`config.mk`:
```
export PLATFORM = sky130hd
export DESIGN_NAME = pidpi_back
export DESIGN_NICKNAME = d
export VERILOG_FILES = /design/src/hw/rtl/pidpi_pkg.sv /design/src/hw/rtl/pidpi_back.sv
export SDC_FILE = /design/constraint.sdc
export NUM_CORES = 1
export LEC_CHECK = 0
export ABC_AREA = 0
export BUFFER_PORTS_ARGS = -buffer_cell sky130_fd_sc_hd__buf_2
export CORE_ASPECT_RATIO = 1.5
export CORE_MARGIN = 2
export CORE_UTILIZATION = 29
export CTS_CLUSTER_DIAMETER = 200
export CTS_CLUSTER_SIZE = 16
export DETAILED_ROUTE_END_ITERATION = 10
export PLACE_DENSITY_LB_ADDON = 0.08
export SYNTH_ARGS = -nofsm -noshare
export SYNTH_HDL_FRONTEND = slang
export SYNTH_SLANG_ARGS = --single-unit
```
`constraint.sdc`:
```
create_clock -name clk -period 13.6 [get_ports clk]
set_input_delay 1.36 -clock clk [delete_from_list [all_inputs] [get_ports clk]]
set_output_delay 1.36 -clock clk [all_outputs]
set_load 0.02 [all_outputs]
```
`src/hw/rtl/pidpi_pkg.sv`:
```
// ============================================================================
// pidpi_pkg
// Shared types, constants and arithmetic helpers of the PID controller.
// ============================================================================
`default_nettype none

package pidpi_pkg;

	localparam int DATA_W    = 32;
	localparam int GAIN_W    = 24;
	localparam int GAIN_FRAC = 16;
	localparam int BAND_W    = DATA_W - 1;
	localparam int CFG_IDX_W = 3;
	localparam int DIFF_W    = DATA_W + 3;
	localparam int SUM_W     = DATA_W + 2;
	localparam int PROD_W    = GAIN_W + DIFF_W;

	localparam logic signed [DATA_W-1:0] DATA_MAX = {1'b0, {(DATA_W-1){1'b1}}};
	localparam logic signed [DATA_W-1:0] DATA_MIN = {1'b1, {(DATA_W-1){1'b0}}};
	localparam logic [BAND_W-1:0]        BAND_RESET = BAND_W'(1966080);

	typedef enum logic {
		OP_POSITIONAL  = 1'b0,
		OP_INCREMENTAL = 1'b1
	} opcode_t;

	typedef enum logic [CFG_IDX_W-1:0] {
		CFG_GAIN_P      = 3'd0,
		CFG_GAIN_I      = 3'd1,
		CFG_GAIN_D      = 3'd2,
		CFG_INTEG_UPPER = 3'd3,
		CFG_INTEG_LOWER = 3'd4,
		CFG_OUT_UPPER   = 3'd5,
		CFG_OUT_LOWER   = 3'd6,
		CFG_RESET_BAND  = 3'd7
	} cfg_idx_t;

	typedef struct packed {
		logic signed [GAIN_W-1:0] gain_p;
		logic signed [GAIN_W-1:0] gain_i;
		logic signed [GAIN_W-1:0] gain_d;
		logic signed [DATA_W-1:0] integ_upper;
		logic signed [DATA_W-1:0] integ_lower;
		logic signed [DATA_W-1:0] out_upper;
		logic signed [DATA_W-1:0] out_lower;
		logic [BAND_W-1:0]        reset_band;
	} cfg_t;

	localparam cfg_t CFG_RESET = '{
		gain_p:      '0,
		gain_i:      '0,
		gain_d:      '0,
		integ_upper: DATA_MAX,
		integ_lower: DATA_MIN,
		out_upper:   DATA_MAX,
		out_lower:   DATA_MIN,
		reset_band:  BAND_RESET
	};

	typedef struct packed {
		opcode_t                  op;
		logic signed [DATA_W-1:0] prod_p;
		logic signed [DATA_W-1:0] prod_i;
		logic signed [DATA_W-1:0] prod_d;
		logic                     band_clear;
	} term_t;

	function automatic logic signed [DATA_W-1:0] sat_data(
		input logic signed [PROD_W-1:0] v
	);
		logic signed [PROD_W-1:0] hi;
		logic signed [PROD_W-1:0] lo;
		logic signed [DATA_W-1:0] r;
		hi = PROD_W'(DATA_MAX);
		lo = PROD_W'(DATA_MIN);
		if (v > hi) begin
			r = DATA_MAX;
		end else if (v < lo) begin
			r = DATA_MIN;
		end else begin
			r = v[DATA_W-1:0];
		end
		return r;
	endfunction

	// Product of a Q8.16 gain and an exact difference, floored and saturated.
	function automatic logic signed [DATA_W-1:0] gmul(
		input logic signed [GAIN_W-1:0] gain,
		input logic signed [DIFF_W-1:0] x
	);
		logic signed [PROD_W-1:0] p;
		p = PROD_W'(gain) * PROD_W'(x);
		return sat_data(p >>> GAIN_FRAC);
	endfunction

	// The upper test wins when the limits are crossed.
	function automatic logic signed [DATA_W-1:0] clamp_data(
		input logic signed [SUM_W-1:0]  v,
		input logic signed [DATA_W-1:0] upper,
		input logic signed [DATA_W-1:0] lower
	);
		logic signed [DATA_W-1:0] r;
		if (v > SUM_W'(upper)) begin
			r = upper;
		end else if (v < SUM_W'(lower)) begin
			r = lower;
		end else begin
			r = v[DATA_W-1:0];
		end
		return r;
	endfunction

endpackage

`default_nettype wire

```
`src/hw/rtl/pidpi_back.sv`:
```
// ============================================================================
// pidpi_back
// Integrator update, term sum and output clamp.
// ============================================================================
`default_nettype none

module pidpi_back (
	input  logic                                  clk,
	input  logic                                  arst_n,
	input  pidpi_pkg::cfg_t                       cfg,
	input  pidpi_pkg::term_t                      term,
	input  logic                                  adv,
	output logic signed [pidpi_pkg::DATA_W-1:0]   y
);

	logic signed [pidpi_pkg::DATA_W-1:0] integ_q;
	logic signed [pidpi_pkg::DATA_W-1:0] integ_sat;
	logic signed [pidpi_pkg::DATA_W-1:0] integ_clamped;
	logic signed [pidpi_pkg::DATA_W-1:0] integ_new;
	logic signed [pidpi_pkg::SUM_W-1:0]  integ_sum;
	logic signed [pidpi_pkg::SUM_W-1:0]  y_sum;

	always_comb begin
		integ_sum     = pidpi_pkg::SUM_W'(integ_q) + pidpi_pkg::SUM_W'(term.prod_i);
		integ_sat     = pidpi_pkg::sat_data(pidpi_pkg::PROD_W'(integ_sum));
		integ_clamped = pidpi_pkg::clamp_data(pidpi_pkg::SUM_W'(integ_sat),
			cfg.integ_upper, cfg.integ_lower);
		integ_new     = term.band_clear ? '0 : integ_clamped;
		unique case (term.op)
			pidpi_pkg::OP_POSITIONAL: begin
				y_sum = pidpi_pkg::SUM_W'(term.prod_p) + pidpi_pkg::SUM_W'(integ_new)
					+ pidpi_pkg::SUM_W'(term.prod_d);
			end
			pidpi_pkg::OP_INCREMENTAL: begin
				y_sum = pidpi_pkg::SUM_W'(term.prod_p) + pidpi_pkg::SUM_W'(term.prod_i)
					+ pidpi_pkg::SUM_W'(term.prod_d);
			end
			default: begin
				y_sum = '0;
			end
		endcase
		y = pidpi_pkg::clamp_data(y_sum, cfg.out_upper, cfg.out_lower);
	end

	always_ff @(posedge clk or negedge arst_n) begin
		if (!arst_n) begin
			integ_q <= '0;
		end else if (adv && (term.op == pidpi_pkg::OP_POSITIONAL)) begin
			integ_q <= integ_new;
		end
	end

endmodule

`default_nettype wire

```
==> results.md <==
- Residual DRC: 0
- Most frequent CP cell: buf_4
- Commonest non-fill, non-tap cell in the layout: buf_4
- Min cycle time layout: roughly 13 ns
- Die X-Extent: ~180 um
- Fin. Hold Viols: 0
- Routability cong.: 0.887
- R2r endpoint: integ_q[19]$_DFFE_PN0P_
- Final Util: 0.416
- CTS tree: done
- Clock transition at path regs: 0.05 ns
- Worst setup path class: input port to primary output
- Number of flops mapped to enable cells by yosys: 0
- Maximum number of pins on one net before global-route repair: 65
- Yosys Warn Count: 0
- Req. time, crit path: around 12 ns
- CP max stage cell: or3_4
- Die Area: 0.0464 mm2
- Placed insts: between 2000 and 3000
- TritonCTS buffer count: 5
- Syn_area_per_cell: roughly 7.6 um2
- Die extent in y: ~260 um
- Yosys cell types: 75
- Rel. slew slack: 0.418
- Synth Instances: 1708
- Multi-input gate area: 0.0118 mm2
- Initial core utilization: 0.294
- Final period utilization: 0.973
- Mapped Nets: 2333
- First-pass GRT wire length: roughly 76000 um
- Final Skew: 0.00849 ns
- Core footprint: 0.0440 mm2
- Number of port buffers: 260
- #FFs+latches synth: 32
- Share of layout cells above drive strength 1: 0.332
- WL final: 50000 um
- IO Count: 364
- Hold Path Sink: integ_q[30]$_DFFE_PN0P_
- CP Launch Type: input port
- Most frequent cells in the layout: buf_4 (357), buf_2 (256), ha_1 (214), inv_1 (184), nand2_1 (132)
- Endpoint class of the critical path: primary output
- Antenna-violating nets left: 0
- CP arrival: 11.88 ns
- Cell Area, Synth: 0.0130 mm2
- # rows: 94
- Cells on Worst Hold Path: 2
- Detailed Place HPWL: 44500 um
- Initial DRT Pass Iterations: 4
- CTS root buf: clkbuf_16
- Fmax: 75.5 MHz
- Asr flop ratio synth: 1.00
- Clk sinks: 32
- Via/cell ratio: just over 5
- TNS Setup: 0 ns
- Worst-path maximum fanout: 8
- Clock Tree Buf Depth: 2
- Fillers: 4743
- Layout Cells excl Fill: 2863
- Worst-case reg-to-reg path depth: 29
- Outcome: complete, no violations
- Initial antenna violation count: 6
- Layout Nets: 2906
- Max reg flops: 32
- # H-tree levels: 2
- Final-report max-slew violation count: 0
- Starting DRT DRC Count: 526
- Overflow after GRT: 0
- Area grow syn2layout: 41.4%
- Final setup viols: 0
- Hold_sp: integ_q[30]$_DFFE_PN0P_
- Hold Crit Class: flop to flop
- Top flop regs: integ_q x32
- Largest reg by FF count: integ_q
- Max-Cap Viols: 0
- Sequential Area: 801 um2
- Seq/Total Area, Yosys: 0.0618
- Reg2Reg Setup Slack: 7.37 ns
- Wirelength per Cell: 17.5 um
- RR Startpoint: integ_q[9]$_DFFE_PN0P_
- Hold WS: 0.520 ns
- CTS Hold Bufs: 0
- Crit path largest cell delay: 0.44 ns
- Worst Max-Slew Pin Slew: 0.871 ns
- DR vias: ~14000
- Worst-Skew Late Latency: approximately 0.29 ns
- Gr usage total: 0.209
- Ys flop type: dfrtp_1
- Number of global-route vias before repair: 14800
Yosys cell counts, types with 43 or more instances:
library cell    n  area share
inv_1         184       0.053
xnor2_1        50       0.034
o211ai_1       48       0.028
a21o_1         82       0.048
a31oi_1        43       0.021
nor2_1         84       0.024
ha_1          226        0.22
o21ai_0       144       0.056
a21oi_1       155       0.060
nand2_1       132       0.038
nand3_1        54       0.021
fa_1           67        0.10
worst max-delay path by stage:
stage          slack, ns  startpoint  depth (start not counted)     to
2_1_floorplan       1.01    term[33]                         51  y[11]
3_3_place_gp       -0.42    term[33]                         53   y[6]
3_5_place_dp       -0.48    term[33]                         56   y[3]
4_1_cts             0.01    term[40]                         55  y[22]
5_1_grt            -0.01    term[33]                         54  y[27]
6_report            0.36    term[42]                         54  y[27]
critical path, delay by kind of cell:
kind | cells | cell delay (ns)
AO/OA/AOI/OAI | 22 | 4.40
XOR/XNOR | 1 | 0.15
adder cells (fa/ha/maj) | 5 | 1.72
buffers and inverters | 14 | 2.07
multiplexers | 1 | 0.28
AND/OR/NAND/NOR | 11 | 1.87
repair_timing:
action / in CTS / in global routing
cloned: 1 / 2
pin swaps: 2 / 54
resized for setup: 26 / 129
setup buffers: 5 / 11
hold endpoints to repair: 0 / 0
endpoints found under the setup margin: 32 / 32
metal layers:
layer / global-route usage / vias up / wire length, um
met3: 0.00709 / 65 / 1300
met4: 0.0780 / 0 / 1640
li1: - / 7386 / -
met2: 0.391 / 277 / 26000
met1: 0.248 / 6708 / 21100
met5: 0 / - / 0
stage by stage:
stage	setup WS [ns]	instance area, um2
6_report	0.361	18300
5_1_grt	-0.0115	18300
4_1_cts	0.0106	17700
3_5_place_dp	-0.476	17400
3_3_place_gp	-0.421	17400
2_1_floorplan	1.01	13000
cells by family (layout without fill, tap and decap cells):
family                     Yosys count  in the layout  synth area share
buffers and inverters              246            818            0.0764
AOI/OAI and AO/OA                  617            617             0.311
DFF                                 32             32            0.0618
muxes                               27             27            0.0219
xor gates and xnor gates            77             77            0.0521
and+or+nand+nor                    416            417             0.155
adders and majority gates          293            293             0.322
other                                0              6                 0
cell type report:
class / instances / share of cell area
Timing Repair Buffer: 627 / 0.227
Sequential cell: 32 / 0.0437
Clock buffer: 6 / 0.00704
Clock inverter: 1 / 0.000273
Inverter: 184 / 0.0377
Multi-Input combinational cell: 1431 / 0.644
Antenna cell: 6 / 0.000820
Tap cell: 576 / 0.0393
Power is left out: the tool's default activity adds up to more than one toggle a clock period on the data nets, which glitch-free logic cannot reach.
