--- src/hw/rtl/pidpi_pkg.sv ---
// ============================================================================
// pidpi_pkg
// Shared types, constants and arithmetic helpers of the PID controller.
// ============================================================================
`default_nettype none

package pidpi_pkg;

	localparam int DATA_W    = 32;
	localparam int GAIN_W    = 24;
	localparam int GAIN_FRAC = 16;
	localparam int BAND_W    = DATA_W - 1;
	localparam int CFG_IDX_W = 3;
	localparam int DIFF_W    = DATA_W + 3;
	localparam int SUM_W     = DATA_W + 2;
	localparam int PROD_W    = GAIN_W + DIFF_W;

	localparam logic signed [DATA_W-1:0] DATA_MAX = {1'b0, {(DATA_W-1){1'b1}}};
	localparam logic signed [DATA_W-1:0] DATA_MIN = {1'b1, {(DATA_W-1){1'b0}}};
	localparam logic [BAND_W-1:0]        BAND_RESET = BAND_W'(1966080);

	typedef enum logic {
		OP_POSITIONAL  = 1'b0,
		OP_INCREMENTAL = 1'b1
	} opcode_t;

	typedef enum logic [CFG_IDX_W-1:0] {
		CFG_GAIN_P      = 3'd0,
		CFG_GAIN_I      = 3'd1,
		CFG_GAIN_D      = 3'd2,
		CFG_INTEG_UPPER = 3'd3,
		CFG_INTEG_LOWER = 3'd4,
		CFG_OUT_UPPER   = 3'd5,
		CFG_OUT_LOWER   = 3'd6,
		CFG_RESET_BAND  = 3'd7
	} cfg_idx_t;

	typedef struct packed {
		logic signed [GAIN_W-1:0] gain_p;
		logic signed [GAIN_W-1:0] gain_i;
		logic signed [GAIN_W-1:0] gain_d;
		logic signed [DATA_W-1:0] integ_upper;
		logic signed [DATA_W-1:0] integ_lower;
		logic signed [DATA_W-1:0] out_upper;
		logic signed [DATA_W-1:0] out_lower;
		logic [BAND_W-1:0]        reset_band;
	} cfg_t;

	localparam cfg_t CFG_RESET = '{
		gain_p:      '0,
		gain_i:      '0,
		gain_d:      '0,
		integ_upper: DATA_MAX,
		integ_lower: DATA_MIN,
		out_upper:   DATA_MAX,
		out_lower:   DATA_MIN,
		reset_band:  BAND_RESET
	};

	typedef struct packed {
		opcode_t                  op;
		logic signed [DATA_W-1:0] prod_p;
		logic signed [DATA_W-1:0] prod_i;
		logic signed [DATA_W-1:0] prod_d;
		logic                     band_clear;
	} term_t;

	function automatic logic signed [DATA_W-1:0] sat_data(
		input logic signed [PROD_W-1:0] v
	);
		logic signed [PROD_W-1:0] hi;
		logic signed [PROD_W-1:0] lo;
		logic signed [DATA_W-1:0] r;
		hi = PROD_W'(DATA_MAX);
		lo = PROD_W'(DATA_MIN);
		if (v > hi) begin
			r = DATA_MAX;
		end else if (v < lo) begin
			r = DATA_MIN;
		end else begin
			r = v[DATA_W-1:0];
		end
		return r;
	endfunction

	// Product of a Q8.16 gain and an exact difference, floored and saturated.
	function automatic logic signed [DATA_W-1:0] gmul(
		input logic signed [GAIN_W-1:0] gain,
		input logic signed [DIFF_W-1:0] x
	);
		logic signed [PROD_W-1:0] p;
		p = PROD_W'(gain) * PROD_W'(x);
		return sat_data(p >>> GAIN_FRAC);
	endfunction

	// The upper test wins when the limits are crossed.
	function automatic logic signed [DATA_W-1:0] clamp_data(
		input logic signed [SUM_W-1:0]  v,
		input logic signed [DATA_W-1:0] upper,
		input logic signed [DATA_W-1:0] lower
	);
		logic signed [DATA_W-1:0] r;
		if (v > SUM_W'(upper)) begin
			r = upper;
		end else if (v < SUM_W'(lower)) begin
			r = lower;
		end else begin
			r = v[DATA_W-1:0];
		end
		return r;
	endfunction

endpackage

`default_nettype wire

--- src/hw/rtl/pidpi_cfg_regs.sv ---
// ============================================================================
// pidpi_cfg_regs
// Configuration register file for gains, clamps and the integrator band.
// ============================================================================
`default_nettype none

module pidpi_cfg_regs (
	input  logic                             clk,
	input  logic                             arst_n,
	input  logic                             cfg_valid,
	input  logic [pidpi_pkg::CFG_IDX_W-1:0]  cfg_index,
	input  logic [pidpi_pkg::DATA_W-1:0]     cfg_data,
	output pidpi_pkg::cfg_t                  cfg
);

	pidpi_pkg::cfg_t cfg_q;

	always_ff @(posedge clk or negedge arst_n) begin
		if (!arst_n) begin
			cfg_q <= pidpi_pkg::CFG_RESET;
		end else if (cfg_valid) begin
			unique case (pidpi_pkg::cfg_idx_t'(cfg_index))
				pidpi_pkg::CFG_GAIN_P: begin
					cfg_q.gain_p <= cfg_data[pidpi_pkg::GAIN_W-1:0];
				end
				pidpi_pkg::CFG_GAIN_I: begin
					cfg_q.gain_i <= cfg_data[pidpi_pkg::GAIN_W-1:0];
				end
				pidpi_pkg::CFG_GAIN_D: begin
					cfg_q.gain_d <= cfg_data[pidpi_pkg::GAIN_W-1:0];
				end
				pidpi_pkg::CFG_INTEG_UPPER: begin
					cfg_q.integ_upper <= cfg_data;
				end
				pidpi_pkg::CFG_INTEG_LOWER: begin
					cfg_q.integ_lower <= cfg_data;
				end
				pidpi_pkg::CFG_OUT_UPPER: begin
					cfg_q.out_upper <= cfg_data;
				end
				pidpi_pkg::CFG_OUT_LOWER: begin
					cfg_q.out_lower <= cfg_data;
				end
				pidpi_pkg::CFG_RESET_BAND: begin
					cfg_q.reset_band <= cfg_data[pidpi_pkg::BAND_W-1:0];
				end
				default: begin
					cfg_q <= cfg_q;
				end
			endcase
		end
	end

	assign cfg = cfg_q;

endmodule

`default_nettype wire

--- config.mk ---
export PLATFORM = sky130hd
export DESIGN_NAME = pidpi_cfg_regs
export DESIGN_NICKNAME = d
export VERILOG_FILES = /design/src/hw/rtl/pidpi_pkg.sv /design/src/hw/rtl/pidpi_cfg_regs.sv
export SDC_FILE = /design/constraint.sdc
export NUM_CORES = 1
export LEC_CHECK = 0
export BUFFER_PORTS_ARGS = -buffer_cell sky130_fd_sc_hd__buf_2
export CAP_MARGIN = 25
export CELL_PAD_IN_SITES_DETAIL_PLACEMENT = 1
export CELL_PAD_IN_SITES_GLOBAL_PLACEMENT = 2
export CORE_MARGIN = 2
export CORE_UTILIZATION = 35
export CTS_CLUSTER_DIAMETER = 120
export DETAILED_ROUTE_END_ITERATION = 10
export PLACE_DENSITY = 0.82
export SYNTH_ARGS = -nofsm -noshare
export SYNTH_HDL_FRONTEND = slang
export SYNTH_SLANG_ARGS = --single-unit
export TNS_END_PERCENT = 20
--- constraint.sdc ---
create_clock -name clk -period 0.8 [get_ports clk]
set_input_delay 0.08 -clock clk [delete_from_list [all_inputs] [get_ports clk]]
set_output_delay 0.08 -clock clk [all_outputs]
set_load 0.05 [all_outputs]
==> results of run 1 <==
## Yosys cell counts
cell / n
dfrtp_1: 163
mux2_1: 4
nand4_1: 1
mux2_2: 227
clkbuf_2: 1
buf_2: 18
nor4bb_1: 3
nor4b_4: 1
buf_6: 9
nand4b_1: 3
dfstp_2: 68
## power breakdown
| part | total (mW) | switching, mW | leakage, nW | internal [mW] |
|---|---|---|---|---|
| registers | 17.1 | 2.24 | 2.67 | 14.9 |
| logic | 20.8 | 12.4 | 3.37 | 8.44 |
| clock network | 12.8 | 4.77 | 0.451 | 8.05 |
| total | 50.7 | 19.4 | 6.49 | 31.4 |
## timing repair
item	CTS	global route
gates cloned	0	0
endpoints found under the setup margin	390	347
pin swaps	2	0
hold endpoints to repair	462	4
setup buffers	8	9
resized for setup	532	29
## final cells by class
cell class / instances / area [sq um]
multi-input combinational: 239 / 2960
clock inverter: 13 / 221
tap: 324 / 405
fill: 2210 / 10300
timing repair buffer: 351 / 4050
clock buffer: 33 / 696
sequential: 231 / 5870
## placed cells by master, fill, tap and decap left out
| master | instances |
|---|---|
| buf_12 | 21 |
| buf_2 | 32 |
| buf_4 | 26 |
| buf_6 | 173 |
| buf_8 | 66 |
| bufinv_16 | 6 |
| clkbuf_1 | 4 |
| clkbuf_16 | 25 |
| clkbuf_8 | 4 |
| clkinv_2 | 5 |
| clkinvlp_4 | 1 |
| dfrtp_1 | 163 |
| dfstp_2 | 68 |
| dlygate4sd3_1 | 33 |
| inv_6 | 1 |
| mux2_1 | 2 |
| mux2_2 | 169 |
| mux2_4 | 60 |
| nand4_1 | 1 |
| nand4b_1 | 3 |
| nor4b_4 | 1 |
| nor4bb_4 | 3 |
## worst paths after layout
check / end / slack [ns] / cells past startpoint
max: cfg[62] / -0.52 / 1
min: cfg[32] / -0.0006 / 2
max reg2reg: cfg[62] / -0.16 / 3
min reg2reg: cfg[97] / 0.52 / 1
max in group asynchronous: cfg[85] / 0.22 / 3
min in group clk: cfg[207] / 0.11 / 4
## cell families (layout without fill, tap and decap cells)
kind of cell           after synthesis  in the layout  share of synthesized area, %
muxes                              231            231                          29.7
and+or+nand+nor                      8              8                         0.987
DFF                                231            231                          67.0
buffers and inverters               28            397                          2.25
## metrics by stage
stage          setup WS, ns  setup TNS, ns  utilization [%]  hold slack (ns)
6_report             -0.518         -93.22             58.0        -0.000555
5_1_grt              -0.553        -103.11             58.0          -0.0155
4_1_cts              -0.534         -96.39             57.3          -0.0206
3_5_place_dp         -0.659        -132.67             45.0          -0.0512
3_3_place_gp         -0.607        -121.26             45.0          -0.0511
2_1_floorplan        -0.467         -69.97                -           -0.216
## worst reg2reg max path, cell delays in order, from the launching register on
cell and delay [ns]:
dfstp_2 0.39, buf_4 0.13, buf_4 0.12, mux2_4 0.25
## per-layer routing
layer	vias up	GRT usage (%)
li1	2479	-
met1	2975	25.3
met2	195	36.3
met3	30	7.38
met4	0	3.86
met5	-	0
==> impl_metrics.env, run 1 <==
export IMPL_insertion_delay_ns=0.52
export IMPL_fin_crit_sh_pct=165
export IMPL_largest_reg_flops=231
export IMPL_crit_family="flip-flops"
export IMPL_critPathSlowestCell="dfstp_2"
export IMPL_worst_pin_slew_ns=0.360
export IMPL_start_util_pct=35.8
export IMPL_p_per_area_nw_per_um2=3570
export IMPL_n_antenna_cell=0
export IMPL_relSlewSlack_pct=75.9
export IMPL_end_kind="primary output"
export IMPL_failed_checks="negative hold slack, negative setup slack"
export IMPL_yosysSeqAreaShare_pct=67.0
export IMPL_drive_above_1_share_pct=76.2
export IMPL_synth_area_leaders="dfrtp_1 47%, mux2_2 29%, dfstp_2 20%"
export IMPL_cts_sinks=231
export IMPL_hpwl_mm=16.3
export IMPL_numPlacedInstances=1095
export IMPL_timing_rr_start="cfg[62]"
export IMPL_pin_count=269
export IMPL_clock_path_buffers=3
export IMPL_num_rows=57
export IMPL_dr_pass1_iters=4
export IMPL_yosys_warnings=0
export IMPL_fp_coreArea_sq_um=24500
export IMPL_ant_nets=0
export IMPL_syn_num_nets=536
export IMPL_netlist_area_sq_um=8750
export IMPL_final_nets=886
export IMPL_cts_tree="done"
export IMPL_grt_max_degree=47
export IMPL_required_ns=0.72
export IMPL_fmax_mhz=759
export IMPL_die_w_um=162
export IMPL_viasPerCell=4.77
export IMPL_routed_top_layer="met4"
export IMPL_area_growth_syn_to_layout_pct=62.2
export IMPL_syn_area_per_cell_sq_um=17.6
export IMPL_crit_buf_inv=1
export IMPL_startpoint_type="flop"
export IMPL_rsz0062_at_grt="yes"
export IMPL_final_cell_area_sq_um=14200
export IMPL_final_max_slew_viol_count=0
export IMPL_wl_met3_mm=2.16
export IMPL_ys_types=11
export IMPL_path_cells="buf_8"
export IMPL_numCtsBuffers=25
export IMPL_total_power_mw=50.7
export IMPL_antenna_found_initial=0
export IMPL_drv_cap=0
export IMPL_finalSetupViolations=281
export IMPL_synth_top_area_cell="dfrtp_1"
export IMPL_die_area_sq_um=26300
export IMPL_stdcell_count=1191
export IMPL_synth_seq_cells=231
export IMPL_vias=5679
export IMPL_synth_top_cell_area_share_pct=46.6
export IMPL_grt_pass1_vias=6617
export IMPL_drc_errors=0
export IMPL_fp_dieH_um=162
export IMPL_hp_class="primary input to asynchronous set/reset pin"
export IMPL_root_buffer="clkbuf_16"
export IMPL_critPathLaunch="cfg[62]"
export IMPL_hold_violations=1
export IMPL_grt_pass1_wl_mm=41.9
export IMPL_critical_path_class="flop to primary output"
export IMPL_htree_levels=1
export IMPL_dr_wl_met2_mm=13.9
export IMPL_cpPeakStageDelay_ns=0.56
export IMPL_worstPathMaxFanout=2
export IMPL_fin_hold_ws_ns=-0.000555
export IMPL_portBuffers=268
export IMPL_status="finished, violations left"
export IMPL_grt_usage_pct=20.9
export IMPL_cts_hold_buf=33
export IMPL_dpl_instance_area_sq_um=11000
export IMPL_setup_slack_ns=-0.518
export IMPL_min_period_ns=1.32
export IMPL_syn_inst=498
export IMPL_worstPathArrival_ns=1.24
export IMPL_place_congestion=0.739
export IMPL_drt_total_wl_mm=27.6
export IMPL_wl_met1_mm=11.1
export IMPL_first_iter_violations=156
export IMPL_worst_clock_skew_ns=0
export IMPL_grt_overflow=0
export IMPL_clkSlewWorstSetupHoldPaths_ns=0.06
export IMPL_ir_drop_mv=2.20
export IMPL_post_drt_wl_per_cell_um=23.2
export IMPL_p_leak_nw=6.49
Note: power is estimated with default switching activity, not from simulation.
==> run 2: changes to the inputs <==
- ABC_AREA: default -> 1
- CORE_UTILIZATION: 35 -> 30
- PLACE_DENSITY: 0.82 -> 0.83
==> run 2 against run 1 <==
The flow finishes with violations (negative setup slack). Clock skew stayed put. Area after synthesis rose by 3.7%. Core utilization fell by 9.9 points. Setup slack got worse by 0.0039 ns. Clock-buffer cell count is 9 higher. Sequential power shrank 4%. Fmax is 0.29% lower. Register-to-register slack improved by 0.06 ns. Final cell count up 47%. Via count up 45%. Cell area is 0.68% higher. Worst hold slack better by 0.026 ns.
==> impl_metrics.env, run 2 <==
export IMPL_status="finished, violations left"
export IMPL_worstPathArrival_ns=1.24
export IMPL_setup_slack_ns=-0.522
export IMPL_cpPeakStageDelay_ns=0.56
export IMPL_pin_count=269
export IMPL_netlist_area_sq_um=9080
export IMPL_crit_buf_inv=1
export IMPL_fillerInstances=3304
export IMPL_n_antenna_cell=0
export IMPL_final_nets=1381
export IMPL_p_clk_share_pct=27.4
export IMPL_grt_max_degree=44
export IMPL_drc_errors=0
export IMPL_drt_total_wl_mm=35.7
export IMPL_stdcell_count=1753
export IMPL_viasPerCell=4.69
export IMPL_yosysSeqAreaShare_pct=64.6
export IMPL_synth_async_reset_ratio_pct=100
export IMPL_end_kind="primary output"
export IMPL_numPlacedInstances=1660
export IMPL_vias=8224
export IMPL_clkSlewWorstSetupHoldPaths_ns=0.06
export IMPL_final_util_pct=48.1
export IMPL_grt_usage_pct=22.6
export IMPL_path_cells="buf_8"
export IMPL_reg2reg_slack_ns=-0.10
export IMPL_startpoint_type="flop"
export IMPL_dr_pass1_iters=4
export IMPL_yosys_warnings=0
export IMPL_root_buffer="clkbuf_16"
export IMPL_fp_coreArea_sq_um=29700
export IMPL_grt_pass1_wl_mm=54.1
export IMPL_clock_path_buffers=3
export IMPL_fmax_mhz=756
export IMPL_worst_clock_skew_ns=0
export IMPL_finalSetupViolations=240
export IMPL_layout_commonest_cell="nand2_1"
export IMPL_critPathSlowestCell="dfstp_2"
export IMPL_hold_violations=0
export IMPL_synth_area_leaders="dfrtp_1 45%, nand2_1 25%, dfstp_2 20%"
export IMPL_first_iter_violations=422
export IMPL_synth_top_family_by_area="simple AND/OR/NAND/NOR gates"
export IMPL_synth_flop_cell="dfrtp_1"
export IMPL_numCtsBuffers=27
export IMPL_cts_sinks=231
export IMPL_largest_reg_flops=231
export IMPL_grt_overflow=0
export IMPL_fin_crit_sh_pct=165
export IMPL_syn_num_nets=1067
export IMPL_synth_mux_area_share_pct=0
export IMPL_crit_family="flip-flops"
export IMPL_layout_common_cells="598 x nand2_1, 162 x buf_6, 152 x dfrtp_1"
export IMPL_yosysMostFrequentCell="nand2_1"
export IMPL_die_w_um=178
export IMPL_synth_top_area_cell="dfrtp_1"
export IMPL_drive_above_1_share_pct=34.1
export IMPL_required_ns=0.72
export IMPL_grt_pass1_vias=8857
export IMPL_ys_types=11
export IMPL_relSlewSlack_pct=78.1
export IMPL_critical_path_class="flop to primary output"
export IMPL_drv_cap=0
export IMPL_syn_inst=1029
export IMPL_start_util_pct=30.5
export IMPL_insertion_delay_ns=0.52
export IMPL_synth_top_cell_area_share_pct=44.9
export IMPL_num_rows=63
export IMPL_post_drt_wl_per_cell_um=20.4
export IMPL_ant_nets=0
export IMPL_htree_levels=1
export IMPL_yosys_area_share_simple_pct=31.0
export IMPL_switchingPower_mw=18.3
export IMPL_rsz0062_at_grt="yes"
export IMPL_portBuffers=268
export IMPL_total_power_mw=46.7
export IMPL_hp_class="primary input to asynchronous set/reset pin"
export IMPL_ir_drop_mv=1.71
export IMPL_worstPathMaxFanout=2
export IMPL_failed_checks="negative setup slack"
export IMPL_hpwl_mm=23.5
export IMPL_final_max_slew_viol_count=0
export IMPL_die_area_sq_um=31700
export IMPL_synth_compound_area_share_pct=0
export IMPL_synth_edf_count=0
export IMPL_fp_dieH_um=178
export IMPL_cts_tree="done"
export IMPL_p_leak_nw=7.37
export IMPL_p_comb_share_pct=37.5
export IMPL_yosys_area_share_xor_xnor_pct=0
export IMPL_worst_pin_slew_ns=0.329
export IMPL_synth_seq_cells=231
export IMPL_power_share_switching_pct=39.2
export IMPL_p_seq_share_pct=35.0
export IMPL_p_int_mw=28.4
export IMPL_place_congestion=0.795
export IMPL_p_per_area_nw_per_um2=3270
export IMPL_min_period_ns=1.32
export IMPL_antenna_found_initial=0
export IMPL_synth_common_cells="602 x nand2_1, 163 x dfrtp_1, 104 x nand3_1, 68 x dfstp_2, 40 x buf_2"
export IMPL_syn_area_per_cell_sq_um=8.82
export IMPL_yosys_area_share_adder_pct=0
export IMPL_area_growth_syn_to_layout_pct=57.4
run 2: cell families (layout without fill, tap and decap cells):
logic type / after synthesis / after routing
buffers and inverters: 84 / 418
and+or+nand+nor: 714 / 714
DFF: 231 / 231
run 2: power groups by stage:
| stage | combinational, mW | clock, mW | sequential, mW |
|---|---|---|---|
| 4_1_cts | 17.5 | 13.1 | 16.3 |
| 6_report | 17.5 | 12.8 | 16.4 |
| 3_5_place_dp | 14.1 | 0 | 15.8 |
| 5_1_grt | 18.4 | 13.5 | 16.6 |
| 3_3_place_gp | 13.9 | 0 | 15.7 |
| 2_1_floorplan | 2.11 | 0 | 23.6 |
run 2: area by class of cell:
type                            count  area (sq um)  area share, %
Sequential cell                   231          5880           41.2
Timing Repair Buffer              363          4100           28.7
Multi-Input combinational cell    714          2880           20.1
Clock buffer                       42           812           5.68
Tap cell                          390           488           3.42
Clock inverter                      7           110          0.771
Inverter                            6          23.8          0.166
run 2: through the flow:
step	hold WS [ns]	setup slack, ns	instance area [sq um]	setup TNS (ns)
4_1_cts	0.0174	-0.549	14200	-99.30
6_report	0.0254	-0.522	14300	-94.50
3_3_place_gp	-0.0125	-0.358	11300	-70.77
5_1_grt	0.0217	-0.560	14300	-102.78
2_1_floorplan	-0.216	-0.0674	9130	-10.52
3_5_place_dp	-0.0119	-0.365	11300	-76.56
run 2: path summary, 6_finish.rpt:
check                          start        to  cells past startpoint
max in group asynchronous     arst_n  cfg[140]                      3
max                         cfg[145]  cfg[145]                      1
min in group clk           cfg_valid  cfg[138]                      6
min                           arst_n   cfg[52]                      2
max reg2reg                  cfg[19]   cfg[19]                      4
min reg2reg                  cfg[81]   cfg[81]                      2
run 2: routing by layer:
layer | share of wire (%) | track usage [%] | routed length (um) | vias up
met3 | 6.8 | 5.74 | 2430 | 68
met4 | 3.3 | 7.96 | 1190 | 0
met1 | 41 | 29.0 | 14800 | 4115
li1 | - | - | - | 3780
met2 | 48 | 37.0 | 17300 | 261
met5 | 0 | 0 | 0 | -
run 2: timing repair:
item / 4_1_cts / 5_1_grt
endpoints found under the setup margin: 231 / 238
endpoints found under the hold margin: 462 / 0
pin swaps: 2 / 4
setup buffers: 6 / 5
gates resized for setup: 524 / 3
hold buffers: 33 / 0
